--- src/rtl/utf8v_pkg.sv ---
`timescale 1ns / 1ps
// ----------------------------------------------------------------------------
// UTF-8 validator package
// Byte classes, sequence classes, the queue entry type and code point limits.
// ----------------------------------------------------------------------------
package utf8v_pkg;

    localparam int QUEUE_DEPTH = 2;
    localparam int CP_W        = 21;

    localparam logic [CP_W-1:0] CP_MIN_TWO   = 21'h00080;
    localparam logic [CP_W-1:0] CP_MIN_THREE = 21'h00800;
    localparam logic [CP_W-1:0] CP_MIN_FOUR  = 21'h10000;
    localparam logic [CP_W-1:0] CP_MAX       = 21'h10FFFF;
    localparam logic [CP_W-1:0] SURR_LO      = 21'h0D800;
    localparam logic [CP_W-1:0] SURR_HI      = 21'h0DFFF;

    typedef enum logic [2:0] {
        KIND_ASCII,
        KIND_LEAD2,
        KIND_LEAD3,
        KIND_LEAD4,
        KIND_CONT,
        KIND_BAD
    } t_kind;

    // Length class of the open sequence.
    typedef enum logic [1:0] {
        CLASS_NONE,
        CLASS_TWO,
        CLASS_THREE,
        CLASS_FOUR
    } t_seq_class;

    typedef struct packed {
        t_kind      kind;
        logic [5:0] payload;
        logic       last;
    } t_byte_info;

endpackage

--- src/rtl/utf8v_front.sv ---
`timescale 1ns / 1ps
// ----------------------------------------------------------------------------
// UTF-8 validator byte classifier
// Sorts an incoming byte into its class and extracts its payload bits.
// ----------------------------------------------------------------------------
module utf8v_front (
    input  logic                  [7:0] i_data_byte,
    input  logic                        i_end_of_string,
    output utf8v_pkg::t_byte_info       o_info
);

    always_comb begin
        o_info.last    = i_end_of_string;
        o_info.payload = i_data_byte[5:0];
        if (i_data_byte[7] == 1'b0) begin
            o_info.kind = utf8v_pkg::KIND_ASCII;
        end else if (i_data_byte[7:6] == 2'b10) begin
            o_info.kind = utf8v_pkg::KIND_CONT;
        end else if (i_data_byte[7:5] == 3'b110) begin
            o_info.kind    = utf8v_pkg::KIND_LEAD2;
            o_info.payload = {1'b0, i_data_byte[4:0]};
        end else if (i_data_byte[7:4] == 4'b1110) begin
            o_info.kind    = utf8v_pkg::KIND_LEAD3;
            o_info.payload = {2'b00, i_data_byte[3:0]};
        end else if (i_data_byte[7:3] == 5'b11110) begin
            o_info.kind    = utf8v_pkg::KIND_LEAD4;
            o_info.payload = {3'b000, i_data_byte[2:0]};
        end else begin
            o_info.kind = utf8v_pkg::KIND_BAD;
        end
    end

endmodule

--- src/rtl/utf8v_queue.sv ---
`timescale 1ns / 1ps
// ----------------------------------------------------------------------------
// UTF-8 validator queue
// Short register queue of classified beats between classifier and checker.
// ----------------------------------------------------------------------------
module utf8v_queue #(
    parameter int DEPTH = utf8v_pkg::QUEUE_DEPTH
) (
    input  logic                  i_clk,
    input  logic                  i_rst_n,
    input  logic                  i_push,
    input  utf8v_pkg::t_byte_info i_wdata,
    output logic                  o_full,
    input  logic                  i_pop,
    output utf8v_pkg::t_byte_info o_rdata,
    output logic                  o_empty
);

    localparam int PW = (DEPTH > 1) ? $clog2(DEPTH) : 1;
    localparam int CW = $clog2(DEPTH + 1);
    localparam logic [PW-1:0] LAST_PTR  = PW'(DEPTH - 1);
    localparam logic [CW-1:0] COUNT_MAX = CW'(DEPTH);

    utf8v_pkg::t_byte_info r_mem [DEPTH];
    logic [PW-1:0] r_wr_ptr;
    logic [PW-1:0] r_rd_ptr;
    logic [CW-1:0] r_count;
    logic          push_ok;
    logic          pop_ok;

    assign o_full  = (r_count == COUNT_MAX);
    assign o_empty = (r_count == '0);
    assign o_rdata = r_mem[r_rd_ptr];
    assign push_ok = i_push && !o_full;
    assign pop_ok  = i_pop && !o_empty;

    always_ff @(posedge i_clk) begin
        if (push_ok) begin
            r_mem[r_wr_ptr] <= i_wdata;
        end
    end

    always_ff @(posedge i_clk) begin
        if (!i_rst_n) begin
            r_wr_ptr <= '0;
            r_rd_ptr <= '0;
            r_count  <= '0;
        end else begin
            if (push_ok) begin
                r_wr_ptr <= (r_wr_ptr == LAST_PTR) ? '0 : r_wr_ptr + 1'b1;
            end
            if (pop_ok) begin
                r_rd_ptr <= (r_rd_ptr == LAST_PTR) ? '0 : r_rd_ptr + 1'b1;
            end
            if (push_ok && !pop_ok) begin
                r_count <= r_count + 1'b1;
            end else if (pop_ok && !push_ok) begin
                r_count <= r_count - 1'b1;
            end
        end
    end

endmodule

--- src/rtl/utf8v_back.sv ---
`timescale 1ns / 1ps
// ----------------------------------------------------------------------------
// UTF-8 validator sequence checker
// Tracks the open sequence, flags errors and registers the verdict per string.
// ----------------------------------------------------------------------------
module utf8v_back (
    input  logic                  i_clk,
    input  logic                  i_rst_n,
    input  utf8v_pkg::t_byte_info i_info,
    input  logic                  i_info_valid,
    output logic                  o_pop,
    output logic                  o_out_valid,
    output logic                  o_string_valid,
    input  logic                  i_out_ready
);

    localparam int CW = utf8v_pkg::CP_W;

    logic [1:0]            r_pending;
    logic [CW-1:0]         r_cp;
    utf8v_pkg::t_seq_class r_class;
    logic                  r_err;
    logic                  r_out_valid;
    logic                  r_out_bit;

    logic [1:0]            n_pending;
    logic [CW-1:0]         n_cp;
    utf8v_pkg::t_seq_class n_class;
    logic                  n_err;

    logic [CW-1:0] cp_shift;
    logic [CW-1:0] cp_min;

    // A final beat needs the result register free; other beats always move.
    assign o_pop          = i_info_valid && (!i_info.last || !r_out_valid || i_out_ready);
    assign o_out_valid    = r_out_valid;
    assign o_string_valid = r_out_bit;
    assign cp_shift       = {r_cp[CW-7:0], i_info.payload};

    always_comb begin
        unique case (r_class)
            utf8v_pkg::CLASS_TWO:   cp_min = utf8v_pkg::CP_MIN_TWO;
            utf8v_pkg::CLASS_THREE: cp_min = utf8v_pkg::CP_MIN_THREE;
            default:                cp_min = utf8v_pkg::CP_MIN_FOUR;
        endcase
    end

    always_comb begin
        n_pending = r_pending;
        n_cp      = r_cp;
        n_class   = r_class;
        n_err     = r_err;
        if (!r_err) begin
            if (r_pending == 2'd0) begin
                unique case (i_info.kind)
                    utf8v_pkg::KIND_ASCII: begin
                    end
                    utf8v_pkg::KIND_LEAD2: begin
                        n_pending = 2'd1;
                        n_cp      = {{(CW-6){1'b0}}, i_info.payload};
                        n_class   = utf8v_pkg::CLASS_TWO;
                    end
                    utf8v_pkg::KIND_LEAD3: begin
                        n_pending = 2'd2;
                        n_cp      = {{(CW-6){1'b0}}, i_info.payload};
                        n_class   = utf8v_pkg::CLASS_THREE;
                    end
                    utf8v_pkg::KIND_LEAD4: begin
                        n_pending = 2'd3;
                        n_cp      = {{(CW-6){1'b0}}, i_info.payload};
                        n_class   = utf8v_pkg::CLASS_FOUR;
                    end
                    default: begin
                        n_err = 1'b1;
                    end
                endcase
            end else if (i_info.kind != utf8v_pkg::KIND_CONT) begin
                n_err     = 1'b1;
                n_pending = 2'd0;
            end else begin
                n_cp      = cp_shift;
                n_pending = r_pending - 2'd1;
                if (r_pending == 2'd1) begin
                    // Sequence complete: reject overlong forms, surrogates and
                    // values past the top of the code space.
                    if (cp_shift < cp_min || cp_shift > utf8v_pkg::CP_MAX ||
                        (cp_shift >= utf8v_pkg::SURR_LO &&
                         cp_shift <= utf8v_pkg::SURR_HI)) begin
                        n_err = 1'b1;
                    end
                    n_cp    = '0;
                    n_class = utf8v_pkg::CLASS_NONE;
                end
            end
        end
    end

    always_ff @(posedge i_clk) begin
        if (!i_rst_n) begin
            r_pending   <= 2'd0;
            r_cp        <= '0;
            r_class     <= utf8v_pkg::CLASS_NONE;
            r_err       <= 1'b0;
            r_out_valid <= 1'b0;
            r_out_bit   <= 1'b0;
        end else begin
            if (r_out_valid && i_out_ready) begin
                r_out_valid <= 1'b0;
            end
            if (o_pop) begin
                if (i_info.last) begin
                    r_pending   <= 2'd0;
                    r_cp        <= '0;
                    r_class     <= utf8v_pkg::CLASS_NONE;
                    r_err       <= 1'b0;
                    r_out_valid <= 1'b1;
                    r_out_bit   <= !n_err && (n_pending == 2'd0);
                end else begin
                    r_pending <= n_pending;
                    r_cp      <= n_cp;
                    r_class   <= n_class;
                    r_err     <= n_err;
                end
            end
        end
    end

endmodule

--- src/rtl/utf8_stream_validator_core.sv ---
`timescale 1ns / 1ps
// ----------------------------------------------------------------------------
// UTF-8 stream validator
// Checks a byte stream against the UTF-8 rules and reports one verdict per
// string.
// ----------------------------------------------------------------------------
// Usage:
//   Input channel: i_in_valid / o_in_ready carry one byte per beat on
//   i_data_byte, with i_end_of_string high on the final byte of a string.
//   Output channel: o_out_valid / i_out_ready carry one beat per string on
//   o_string_valid, high when the whole string was well-formed.
//   Bytes that are not the last of a string produce no output beat.
//   Path: a final byte goes through the queue to the checker, which registers
//   its verdict in the result register once that register is free.
//   Throughput: one byte per cycle while o_in_ready is high, set by the
//   update of the sequence checker; the classifier and checker are split by a
//   two-entry queue.
//   Reset clears the queue, the sequence state and the result register; the
//   block takes bytes in the first cycle after reset.
//   When the receiver stalls with a result pending, non-final bytes keep
//   flowing; the next final byte waits in the queue, and the queue fills
//   and drops o_in_ready after one further byte.
// ----------------------------------------------------------------------------
module utf8_stream_validator_core #(
    parameter int QUEUE_DEPTH = utf8v_pkg::QUEUE_DEPTH
) (
    input  logic       i_clk,
    input  logic       i_rst_n,
    input  logic       i_in_valid,
    output logic       o_in_ready,
    input  logic [7:0] i_data_byte,
    input  logic       i_end_of_string,
    output logic       o_out_valid,
    input  logic       i_out_ready,
    output logic       o_string_valid
);

    utf8v_pkg::t_byte_info front_info;
    utf8v_pkg::t_byte_info queue_info;
    logic                  queue_full;
    logic                  queue_empty;
    logic                  back_pop;

    assign o_in_ready = !queue_full;

    utf8v_front u_front (
        .i_data_byte     (i_data_byte),
        .i_end_of_string (i_end_of_string),
        .o_info          (front_info)
    );

    utf8v_queue #(
        .DEPTH (QUEUE_DEPTH)
    ) u_queue (
        .i_clk   (i_clk),
        .i_rst_n (i_rst_n),
        .i_push  (i_in_valid),
        .i_wdata (front_info),
        .o_full  (queue_full),
        .i_pop   (back_pop),
        .o_rdata (queue_info),
        .o_empty (queue_empty)
    );

    utf8v_back u_back (
        .i_clk          (i_clk),
        .i_rst_n        (i_rst_n),
        .i_info         (queue_info),
        .i_info_valid   (!queue_empty),
        .o_pop          (back_pop),
        .o_out_valid    (o_out_valid),
        .o_string_valid (o_string_valid),
        .i_out_ready    (i_out_ready)
    );

endmodule

--- config.mk ---
export PLATFORM = sky130hd
export DESIGN_NAME = utf8_stream_validator_core
export DESIGN_NICKNAME = d
export VERILOG_FILES = /design/src/rtl/utf8v_pkg.sv /design/src/rtl/utf8v_front.sv /design/src/rtl/utf8v_queue.sv /design/src/rtl/utf8v_back.sv /design/src/rtl/utf8_stream_validator_core.sv
export SDC_FILE = /design/constraint.sdc
export NUM_CORES = 1
export LEC_CHECK = 0
export ABC_AREA = 1
export BUFFER_PORTS_ARGS = -buffer_cell sky130_fd_sc_hd__clkbuf_2
export CAP_MARGIN = 20
export CORE_MARGIN = 2
export CORE_UTILIZATION = 33
export CTS_CLUSTER_SIZE = 28
export DETAILED_ROUTE_END_ITERATION = 6
export HOLD_SLACK_MARGIN = 0.06
export SETUP_SLACK_MARGIN = 0.5
export SLEW_MARGIN = 5
export SYNTH_ARGS = -nofsm -noshare
export SYNTH_HDL_FRONTEND = slang
export SYNTH_SLANG_ARGS = --single-unit
export TNS_END_PERCENT = 1
--- constraint.sdc ---
create_clock -name i_clk -period 1.7 [get_ports i_clk]
set_input_delay 0.17 -clock i_clk [delete_from_list [all_inputs] [get_ports i_clk]]
set_output_delay 0.17 -clock i_clk [all_outputs]
set_load 0.005 [all_outputs]
# Word-level counts from Yosys, hierarchy flattened
# Memory sizes are Yosys's and may differ from the RTL's. A register that Yosys moved wholly into a read port is not among the register bits.
# Index checks and enable logic that the tools add are counted.
# classes
add_sub_neg,5
magnitude_cmp,4
n_eq_ne,16
muxes,44
reduce_logical,30
# ops
cell,n
$mux 15,6
$pmux 17 s2,1
$mux 2,11
$ge 21x16->1 const B,1
$gt 21x21->1 const B,1
$le 21x16->1 const B,1
$lt 21x17->1,1
$mux 6,3
$mux 9,2
$mux 1,16
$pmux 2 s3,2
$mux 3,3
$logic_and 1x1->1,8
$logic_not 1->1,7
$eq 2x2->1 const B,3
$eq 3x2->1 const B,2
$logic_not 2->1,3
$eq 5x5->1 const B,1
$ne 5x4->1 const B,1
$reduce_and 5->1,1
$eq 2x1->1 const B,2
$eq 4x4->1 const B,1
$logic_or 1x1->1,4
$reduce_and 4->1,1
other kinds (15),17
# totals
regBits,26
ram_bits,20
out_inout_bits,3
elab_cells,109
n_memories,1
# mem_list
memory,words,word_bits,read_ports,rd_clocked_by_memory_dff,write_ports,line_no,source
u_queue.r_mem,2,10,1,1,1,utf8v_queue.sv:24,utf8v_pkg::t_byte_info r_mem [DEPTH];

# Longest topological paths before layout
# Gate-level depths: netlist of the first run.
# depth
depth_word,12
mapped_depth,16
ltp_nobuf,16

# Cells and area by module
# A second synthesis of the first run with hierarchy kept.
# unflattened
hier_cells,272
area_unflattened_um2,2462.4
# by_module_without_submodules
mod,n_inst,cells_each,area_each_um2,seq_area_each_um2
utf8v_back,1,182,1367.6,440.4
utf8v_queue,1,69,973.4,700.7
utf8v_front,1,19,113.9,0.0
utf8_stream_validator_core,1,2,7.5,0.0

# Worst setup path before layout of the first run
# OpenSTA, ideal clock, no wires.
# synth_timing
kind,register to register
startpoint,register u_back.r_class[0]
endpoint,register u_back.r_out_bit (netlist: u_back.o_string_valid)
arrival_ns,1.578
path_slack_ns,0.005
stages_incl_launch_ff,15
path_buffers,0
period_less_slack_ns,1.695
path_cell_list,dfxtp_1 inv_1 ha_1 inv_1 ha_1 a21oi_1 o21ai_0 nor2_1 nand2_1 nand3_1 nand2_1 nand2_1 nor2_1 nor2_1 nor2_1
# synth_via
elab_chain_len,12
word_cells_on_any_way,13
classes_between,order compare: 1; eq/ne: 2; mux: 6; reduce/logical: 4
# synth_lines
item,line_no,source
from (decl),utf8v_back.sv:21,utf8v_pkg::t_seq_class r_class;
from (signal assigned),utf8v_back.sv:102,r_class <= utf8v_pkg::CLASS_NONE;
from (signal assigned),utf8v_back.sv:114,r_class <= utf8v_pkg::CLASS_NONE;
from (signal assigned),utf8v_back.sv:121,r_class <= n_class;
$eq 2x2->1 or $eq 2x1->1 (tied branches),utf8v_back.sv:41,unique case (r_class)
$pmux 17 s2 (*),utf8v_back.sv:41,
$lt 21x17->1 (*),utf8v_back.sv:86,if (cp_shift < cp_min || cp_shift > utf8v_pkg::CP_MAX ||
$logic_or 1x1->1 (*) (2 in a row),utf8v_back.sv:86,
$mux 1 (*),utf8v_back.sv:86,
$mux 1 (*),utf8v_back.sv:83,if (r_pending == 2'd1) begin
$mux 1 (*),utf8v_back.sv:77,end else if (i_info.kind != utf8v_pkg::KIND_CONT) begin
$mux 1 (*),utf8v_back.sv:54,if (r_pending == 2'd0) begin
$mux 1 (*),utf8v_back.sv:53,if (!r_err) begin
$logic_not 1->1 (*),utf8v_back.sv:117,r_out_bit <= !n_err && (n_pending == 2'd0);
$logic_and 1x1->1 (*),utf8v_back.sv:117,
to (signal assigned),utf8v_back.sv:117,
to (decl),utf8v_back.sv:24,logic r_out_bit;
# Every way passes the cells marked *; elsewhere a longest branch is shown, timed or not.
# A chain may end at the register's enable or synchronous reset.

# Final worst setup path of the first run
# Ends and elaborated chain as after synthesis.

==> results.md, run 1 <==
* RSZ-0062 raised after global routing: yes
* Worst-margin pin slew at 477 ps
* Number of setup buffers added after CTS at 0
* Critical Path End Type: flop
* Total Die Area at 7950 µm²
* Worst reg2reg endpoint: u_back.o_string_valid
* Most used DFF post-synth: dfxtp_1
* CTS sink cnt at 47
* Maximum capacitance violations at 0
* Non-filler cells, final at 435
* Std-Cell Rows at 31
* CTS tree: done
* CP required at 1940 ps
* Hold path depth at 1
* DR iter-0 viols at 63
* Worst r2r src: u_back.r_class[0]
* Fin area at 2970 µm²
* PortBufs at 15
* Top cell type by total area after synthesis: edfxtp_1
* Worst Reg2Reg Path Length in Cells at 14
* Failing checks: setup timing
* Cells after Synth at 300
* Total power at 5.46 mW
* Number of global-route vias before repair at 1819
* Finished Core Util at 0.416
* Initial antenna violation count at 0
* Largest net degree at the start of global routing at 19
* PnR worst setup slack at -12.0 ps
* Placed inst area at 2690 µm²
* Die Width at 89.1 µm
* RePlAce Congestion at 0.806
* Setup WS pre-CTS at -33.6 ps
* Total CTS buffers at 5
* PD cells at 1840 nW/µm²
* YS warnings at 0
* Relative slew slack at 0.682
* Initial Util at 0.335
* Clk_lat worst skew at 300 ps
* Tmin final at 1710 ps
* Hold Crit Endpoint: u_queue.r_mem[1][4]
* Post-route ant nets at 0
* Via count at 1932
* Final TNS setup at -12.0 ps
* CP arrival at 1960 ps
* Hold_sp: i_data_byte[3]
* DRT Pass-1 Iters at 4
* CP Launch Type: flop
* First-pass GRT wire length at 7620 µm
* Floorplan core area at 7140 µm²
* Post-Syn Nets at 320
* GRT Total Usage at 0.122
* Cell with the most instances after synthesis: nand2_1
* Hold slack at 97.0 ps
* Worst min-delay path class: in -> reg
* Diodes inserted at 0
* Worst Skew at 6.59 ps
* CTS Buffer Depth at 2
* Layout net count at 355
* Top cells by area, synth: edfxtp_1 25%, dfxtp_1 23%, nand2_1 10%
* Vias/cell at 4.44
* Status: finished, violations left
* DPL Wire Length at 3350 µm
* Fraction of registers with async set/reset at 0
* Share of cells above drive strength 1 at 0.310
* Worst-path clk slew at 90 ps
* Die H at 89.1 µm
* Avg Cell Area, Syn at 7.97 µm²
* Post-Place Cells at 423
* Htree depth at 2
* Post-synth EDFFs at 20
* Total wire length at 4490 µm
* Path type of the worst setup path: reg -> reg
* Final period utilization at 1.01
* Maximum VDD drop at 748 µV
* Top-area cell type share of the netlist area at 0.251
* Fmax at 0.584 GHz
* Layout Area Growth over Synthesis at 24.2%
* Top post-synthesis cells by count: 66 x nand2_1, 39 x inv_1, 35 x nor2_1, 27 x dfxtp_1, 26 x a21oi_1
* Root Driver: clkbuf_8
* Post-DR wirelength/cell at 10.3 µm
* IO Pins at 16
* Post-Syn Area at 2390 µm²
* Drc violations at 0
* Final hold violations at 0
* Distinct cells, synth at 26
* CP max FO at 3
* GRT overflow at 0
* Worst R2R Setup Slack at -10 ps
* Seq cells post-synth at 47
* Final setup viols at 1
* P_leak at 1.26 nW
* Pins over their slew limit at 0
* Sequential share of the synthesized area at 0.477
-- cell families (layout without fill, tap and decap cells) --
kind of cell | Yosys count | count (layout) | synth area share
flip-flops | 47 | 47 | 0.477
AO/OA/AOI/OAI | 63 | 63 | 0.148
adder cells (fa/ha/maj) | 7 | 7 | 0.0366
AND/OR/NAND/NOR | 132 | 132 | 0.243
buffers and inverters | 51 | 87 | 0.0957
-- worst max path at each step --
stage,slack [ps],end,start
after floorplan,100,u_back.o_string_valid,u_back.r_class[0]
after global placement,50,u_back.o_string_valid,u_back.r_class[0]
after detailed placement,-30,u_back.o_string_valid,u_back.r_class[0]
after CTS,-30,u_back.o_string_valid,u_back.r_class[0]
after global routing,-160,u_back.o_string_valid,u_back.r_class[0]
final,-10,u_back.o_string_valid,u_back.r_class[0]
-- area by class of cell --
class,instances,area (µm²)
Fill cell,733,4170
Sequential cell,47,1150
Multi-Input combinational cell,202,1140
Timing Repair Buffer,37,282
Inverter,42,163
Tap cell,99,124
Clock buffer,5,68.8
Clock inverter,3,43.8
-- critical path, cell delays in order, from the launching register on --
cell	delay [ps]
dfxtp_2	340
inv_2	40
ha_4	250
inv_2	40
ha_4	270
nand2_2	60
o21ai_2	130
nor2_1	50
nand2_1	70
nand3_2	60
nand2_1	50
nand2_1	50
nor2_1	110
nor2_1	50
nor2_1	70
-- flip-flops by register name, summed over array words and instances (netlist names), named ones only --
signal and flops:
u_queue.r_mem 20, u_back.r_cp 15, u_back.r_class 2, u_back.r_pending 2, u_queue.r_count 2, u_back.o_out_valid 1
u_back.o_string_valid 1, u_back.r_err 1, u_queue.r_rd_ptr 1, u_queue.r_wr_ptr 1
-- where the power goes --
group | internal (mW) | switching, mW
clock | 0.437 | 0.376
combinational | 1.27 | 1.73
sequential | 1.48 | 0.170
-- what timing repair did --
action                     CTS  global route
hold endpoints to repair     6             2
hold buffers                 3             1
pin swaps                   23            12
gates resized for setup     27            12
setup endpoints to repair   25            47
-- placed cells by master (no fill, tap or decap), drive strengths merged --
| cell type | instances |
|---|---|
| nand2 | 77 |
| inv | 42 |
| nor2 | 36 |
| o21ai | 33 |
| a21oi | 29 |
| dfxtp | 27 |
| edfxtp | 20 |
| clkbuf | 20 |
| buf | 18 |
| nand3 | 13 |
| ha | 7 |
| dlygate4sd3 | 4 |
| nor3 | 2 |
| nand4 | 2 |
| o211a | 1 |
| or2 | 1 |
| and3 | 1 |
| clkinvlp | 1 |
| bufinv | 1 |
| clkinv | 1 |
-- metal layers --
layer  GRT usage  up-vias  routed length [µm]
li1            -     1037                   -
met1       0.149      869                2170
met2       0.211       21                2150
met3      0.0314        5                 114
met4      0.0380        0                  55
met5           0        -                   0
Note: power is estimated with default switching activity, not from simulation.
==> inputs of run 2 (changes only) <==
--- a/config.mk
+++ b/config.mk
@@ -13,8 +13,8 @@
 export CTS_CLUSTER_SIZE = 28
 export DETAILED_ROUTE_END_ITERATION = 6
 export HOLD_SLACK_MARGIN = 0.06
+export RECOVER_POWER = 50
 export SETUP_SLACK_MARGIN = 0.5
-export SLEW_MARGIN = 5
 export SYNTH_ARGS = -nofsm -noshare
 export SYNTH_HDL_FRONTEND = slang
 export SYNTH_SLANG_ARGS = --single-unit
==> constraint.sdc (replaced) <==
create_clock -name i_clk -period 1.7 [get_ports i_clk]
set_input_delay 0.17 -clock i_clk [delete_from_list [all_inputs] [get_ports i_clk]]
set_output_delay 0.17 -clock i_clk [all_outputs]
set_load 0.1 [all_outputs]
==> results.md, run 2 (synthesis results as in run 1) <==
* RSZ-0062 raised after global routing: yes
* Non-filler cells, final at 435
* Post-DR wirelength/cell at 10.3 µm
* Path type of the worst setup path: reg -> reg
* P_leak at 1.25 nW
* PortBufs at 15
* Layout net count at 355
* Drc violations at 0
* CP arrival at 1860 ps
* Total Die Area at 7950 µm²
* Vias/cell at 4.49
* Net Sw Power at 2.44 mW
* Root Driver: clkbuf_8
* Tmin final at 1660 ps
* CTS tree: done
* CP Launch Type: flop
* DR iter-0 viols at 79
* Relative slew slack at 0.642
* Most frequent cells in the layout: 60 x nand2_1, 35 x inv_1, 33 x nor2_1
* Reg power frac at 0.296
* Clock power frac at 0.147
* Total wire length at 4500 µm
* Critical Path End Type: flop
* Fillers at 753
* GRT overflow at 0
* Number of global-route vias before repair at 1830
* Status: finished clean
* Routed length on met2 at 2060 µm
* Final hold violations at 0
* CP max FO at 3
* Initial antenna violation count at 0
* Layout Area Growth over Synthesis at 24.1%
* First-pass GRT wire length at 7910 µm
* Pins over their slew limit at 0
* GRT Total Usage at 0.126
* IO Pins at 16
* Most flops, register: u_queue.r_mem
* Switching Fraction at 0.433
* Worst-margin pin slew at 539 ps
* Std-Cell Rows at 31
* Total CTS buffers at 5
* Met1 Routed Length at 2240 µm
* Int Power at 3.20 mW
* Fmax at 0.603 GHz
* Maximum VDD drop at 637 µV
* Worst-path clk slew at 90 ps
* Final setup viols at 0
* Floorplan core area at 7140 µm²
* Die H at 89.1 µm
* CP required at 1900 ps
* Part of the power in combinational logic at 0.557
* Share of cells above drive strength 1 at 0.280
* DR WL met3 at 152 µm
* Post-Place Cells at 421
* Largest net degree at the start of global routing at 19
* Maximum capacitance violations at 0
* Die Width at 89.1 µm
* Top layer in use: met4
* DPL Wire Length at 3310 µm
* PD cells at 1900 nW/µm²
* Htree depth at 2
* Final period utilization at 0.976
* Diodes inserted at 0
* Via count at 1951
* Max reg flops at 20
* Post-route ant nets at 0
* CTS sink cnt at 47
* DRT Pass-1 Iters at 6
* Worst min-delay path class: in -> reg
* RePlAce Congestion at 0.818
* Worst Skew at 7.61 ps
* Clk_lat worst skew at 310 ps
* Regs by FF count: u_queue.r_mem x20, u_back.r_cp x15
* Finished Core Util at 0.416
* Initial Util at 0.335
* CTS Buffer Depth at 2
* Commonest non-fill, non-tap cell in the layout: nand2_1
-- run 2: cell count changes in the layout (fill, tap and decap cells not counted), sizes merged --
| cell | previous run | this run |
|---|---|---|
| clkbuf | 20 | 21 |
| buf | 18 | 17 |
| clkinv | 1 | 2 |
| clkinvlp | 1 | 0 |
-- run 2: area by class of cell --
cell class / count / area (µm²) / area share
clock buffer: 5 / 68.8 / 0.0232
clock inverter: 3 / 43.8 / 0.0148
inverter: 42 / 163 / 0.0548
multi-input combinational: 202 / 1130 / 0.380
sequential: 47 / 1150 / 0.389
tap: 99 / 124 / 0.0417
timing repair buffer: 37 / 285 / 0.0961
-- run 2: metal layers --
metal / vias to the layer above / global-route usage
met1: 873 / 0.166
li1: 1046 / -
met5: - / 0
met2: 26 / 0.198
met3: 6 / 0.0314
met4: 0 / 0.0543
-- run 2: path summary, 6_finish.rpt --
kind	start	end	slack (ps)	cells past startpoint
worst max-delay path	u_back.r_class[0]	u_back.o_string_valid	40	14
worst max register to register	u_back.r_class[0]	u_back.o_string_valid	40	14
worst min register to register	u_queue.r_rd_ptr	flop	450	1
worst min-delay path	i_out_ready	u_back.o_out_valid	130	4
-- run 2: critical path: stages (launching register included) --
cell and delay [ps]:
dfxtp_2 340, inv_2 40, ha_4 260, inv_4 30
ha_4 210, a21oi_2 130, o21ai_2 60, nor2_1 80
nand2_1 70, nand3_2 60, nand2_1 50, nand2_1 70
nor2_1 40, nor2_1 80, nor2_1 40
-- run 2: timing repair --
| action | in CTS | in global routing |
|---|---|---|
| hold endpoints to repair | 8 | 0 |
| hold buffers | 4 | 0 |
| buffers inserted | 2 | 0 |
| endpoints found under the setup margin | 28 | 42 |
| gates resized for setup | 3 | 33 |
| pin swaps | 4 | 7 |
-- run 2: power by group through the flow --
stage / sequential (mW) / combinational, mW / clock (mW)
6_report: 1.67 / 3.15 / 0.829
5_1_grt: 1.71 / 3.58 / 0.889
4_1_cts: 1.66 / 2.99 / 0.860
2_1_floorplan: 1.76 / 2.21 / 0
3_3_place_gp: 1.67 / 2.87 / 0
3_5_place_dp: 1.67 / 2.90 / 0
-- run 2: metrics by stage --
stage	instance area, µm²	worst slack, ps	hold slack, ps	setup TNS [ps]	power (mW)
after detailed placement	2710	-23.8	362	-23.8	4.58
after CTS	2890	15.4	76.7	0	5.51
after global routing	2970	-154	135	-315	6.17
after floorplan	2440	101	269	0	3.97
after global placement	2710	32.4	360	0	4.54
final	2970	40.9	126	0	5.64
==> inputs of run 3 (changes only) <==
--- a/config.mk
+++ b/config.mk
@@ -8,7 +8,6 @@
 export ABC_AREA = 1
 export BUFFER_PORTS_ARGS = -buffer_cell sky130_fd_sc_hd__clkbuf_2
 export CAP_MARGIN = 20
-export CORE_MARGIN = 2
 export CORE_UTILIZATION = 33
 export CTS_CLUSTER_SIZE = 28
 export DETAILED_ROUTE_END_ITERATION = 6
==> results.md, run 3 (synthesis results as in run 1) <==
* Part of the power in combinational logic at 0.576
* DPL Wire Length at 3330 µm
* Multi-input logic area at 1150 µm²
* Max reg flops at 20
* Setup WS pre-CTS at -7.59 ps
* CP Launch Type: flop
* Post-DR wirelength/cell at 10.7 µm
* Total power at 5.56 mW
* First-pass GRT wire length at 7940 µm
* Pins over their slew limit at 0
* Total CTS buffers at 5
* Most flops, register: u_queue.r_mem
* Post-route ant nets at 0
* Hold_sp: i_out_ready
* Top layer in use: met4
* CTS tree: done
* Relative slew slack at 0.588
* Via count at 1941
* GRT Total Usage at 0.136
* CP required at 1950 ps
* Initial Util at 0.346
* Worst r2r src: u_back.r_class[0]
* Clk_lat worst skew at 310 ps
* Worst setup path start: u_back.r_class[0]
* Hold Crit Endpoint: u_back.o_out_valid
* Fmax at 0.597 GHz
* GRT overflow at 0
* PD cells at 1870 nW/µm²
* Critical Path End Type: flop
* P_leak at 1.24 nW
* Share of cells above drive strength 1 at 0.282
* CTS sink cnt at 47
* Die Width at 87.1 µm
* CTS Buffer Depth at 2
* Largest net degree at the start of global routing at 19
* Total wire length at 4630 µm
* Htree depth at 2
* Vias/cell at 4.48
* Regs by FF count: u_queue.r_mem x20, u_back.r_cp x15
* Final hold violations at 0
* Std-Cell Rows at 30
* Non-filler cells, final at 433
* Maximum VDD drop at 783 µV
* Diodes inserted at 0
* Layout Area Growth over Synthesis at 24.2%
* Worst min-delay path class: in -> reg
* DRT Pass-1 Iters at 5
* Final setup viols at 0
* CP max FO at 3
* Maximum capacitance violations at 0
* Status: finished clean
* Commonest non-fill, non-tap cell in the layout: nand2_1
* Clock power frac at 0.125
* Worst reg2reg endpoint: u_back.o_string_valid
* Switching Fraction at 0.445
* Layout net count at 356
* Path type of the worst setup path: reg -> reg
* Die H at 87.1 µm
* Initial antenna violation count at 0
* Fin area at 2970 µm²
* Post-Place Cells at 419
* PortBufs at 15
* Root Driver: clkbuf_8
* Floorplan core area at 6910 µm²
* Worst-margin pin slew at 617 ps
* Fillers at 700
* Hold slack at 126 ps
* Worst-path clk slew at 90 ps
* Hold path depth at 4
* Placed inst area at 2730 µm²
* Worst R2R Setup Slack at 30 ps
* Tmin final at 1670 ps
* FF/Latch Area at 1150 µm²
* Routed length on met2 at 2210 µm
* RSZ-0062 raised after global routing: yes
* DR WL met3 at 130 µm
* Int Power at 3.09 mW
* RePlAce Congestion at 0.843
* Worst Skew at 7.73 ps
* PnR worst setup slack at 25.6 ps
* Number of global-route vias before repair at 1831
* Met1 Routed Length at 2210 µm
* Net Sw Power at 2.47 mW
* Drc violations at 0
* Most frequent cells in the layout: 58 x nand2_1, 36 x inv_1, 29 x nor2_1
* Final TNS setup at 0 ps
* CP arrival at 1930 ps
* DR iter-0 viols at 93
* Finished Core Util at 0.430
* Reg power frac at 0.300
* IO Pins at 16
* Final period utilization at 0.985
* Total Die Area at 7590 µm²
* Worst Reg2Reg Path Length in Cells at 14
[run 3: cell type report]
type	instances	share of cell area
flip-flops and latches	47	0.388
multi-input cells	202	0.386
repair buffers	38	0.101
inverters	42	0.0539
well taps	96	0.0404
clock buffers	6	0.0244
clock inverters	2	0.00548
[run 3: power groups by stage]
stage               combinational, mW  clock, mW  sequential, mW
floorplan                        2.21          0            1.76
global placement                 2.91          0            1.67
detailed placement               2.95          0            1.67
CTS                              3.02      0.719            1.65
global route                     3.60      0.766            1.70
finish                           3.20      0.694            1.67
[run 3: worst max-delay path by stage]
| stage | end | slack (ps) | cells after the start |
|---|---|---|---|
| after floorplan | u_back.o_string_valid | 100 | 14 |
| after CTS | u_back.o_string_valid | 30 | 14 |
| after global placement | u_queue.r_count[1] | 50 | 12 |
| after detailed placement | u_back.o_string_valid | -8 | 14 |
| after global routing | u_back.o_string_valid | -170 | 16 |
| final | u_back.o_string_valid | 30 | 14 |
[run 3: worst max-delay path, stage by stage, from the launching register on]
cell	delay, ps
dfxtp_2	340
inv_2	40
ha_4	250
inv_2	40
ha_4	270
nand3_1	70
nor2_1	90
nand2_1	60
nand2_1	70
nand3_2	60
nand2_1	80
nand2_2	50
nor2_2	100
nor2_1	40
nor2_1	70
[run 3: timing repair]
action                                  in CTS  in global routing
resized for setup                            5                 33
hold buffers                                 4                  0
endpoints found under the setup margin      28                 37
hold endpoints to repair                     8                  0
pin swaps                                    2                 10
setup buffers                                2                  0
[run 3: metal layers]
layer | GRT usage | up-vias
met5 | 0 | -
met4 | 0.0656 | 0
met3 | 0.0313 | 7
met2 | 0.220 | 27
met1 | 0.170 | 868
li1 | - | 1039
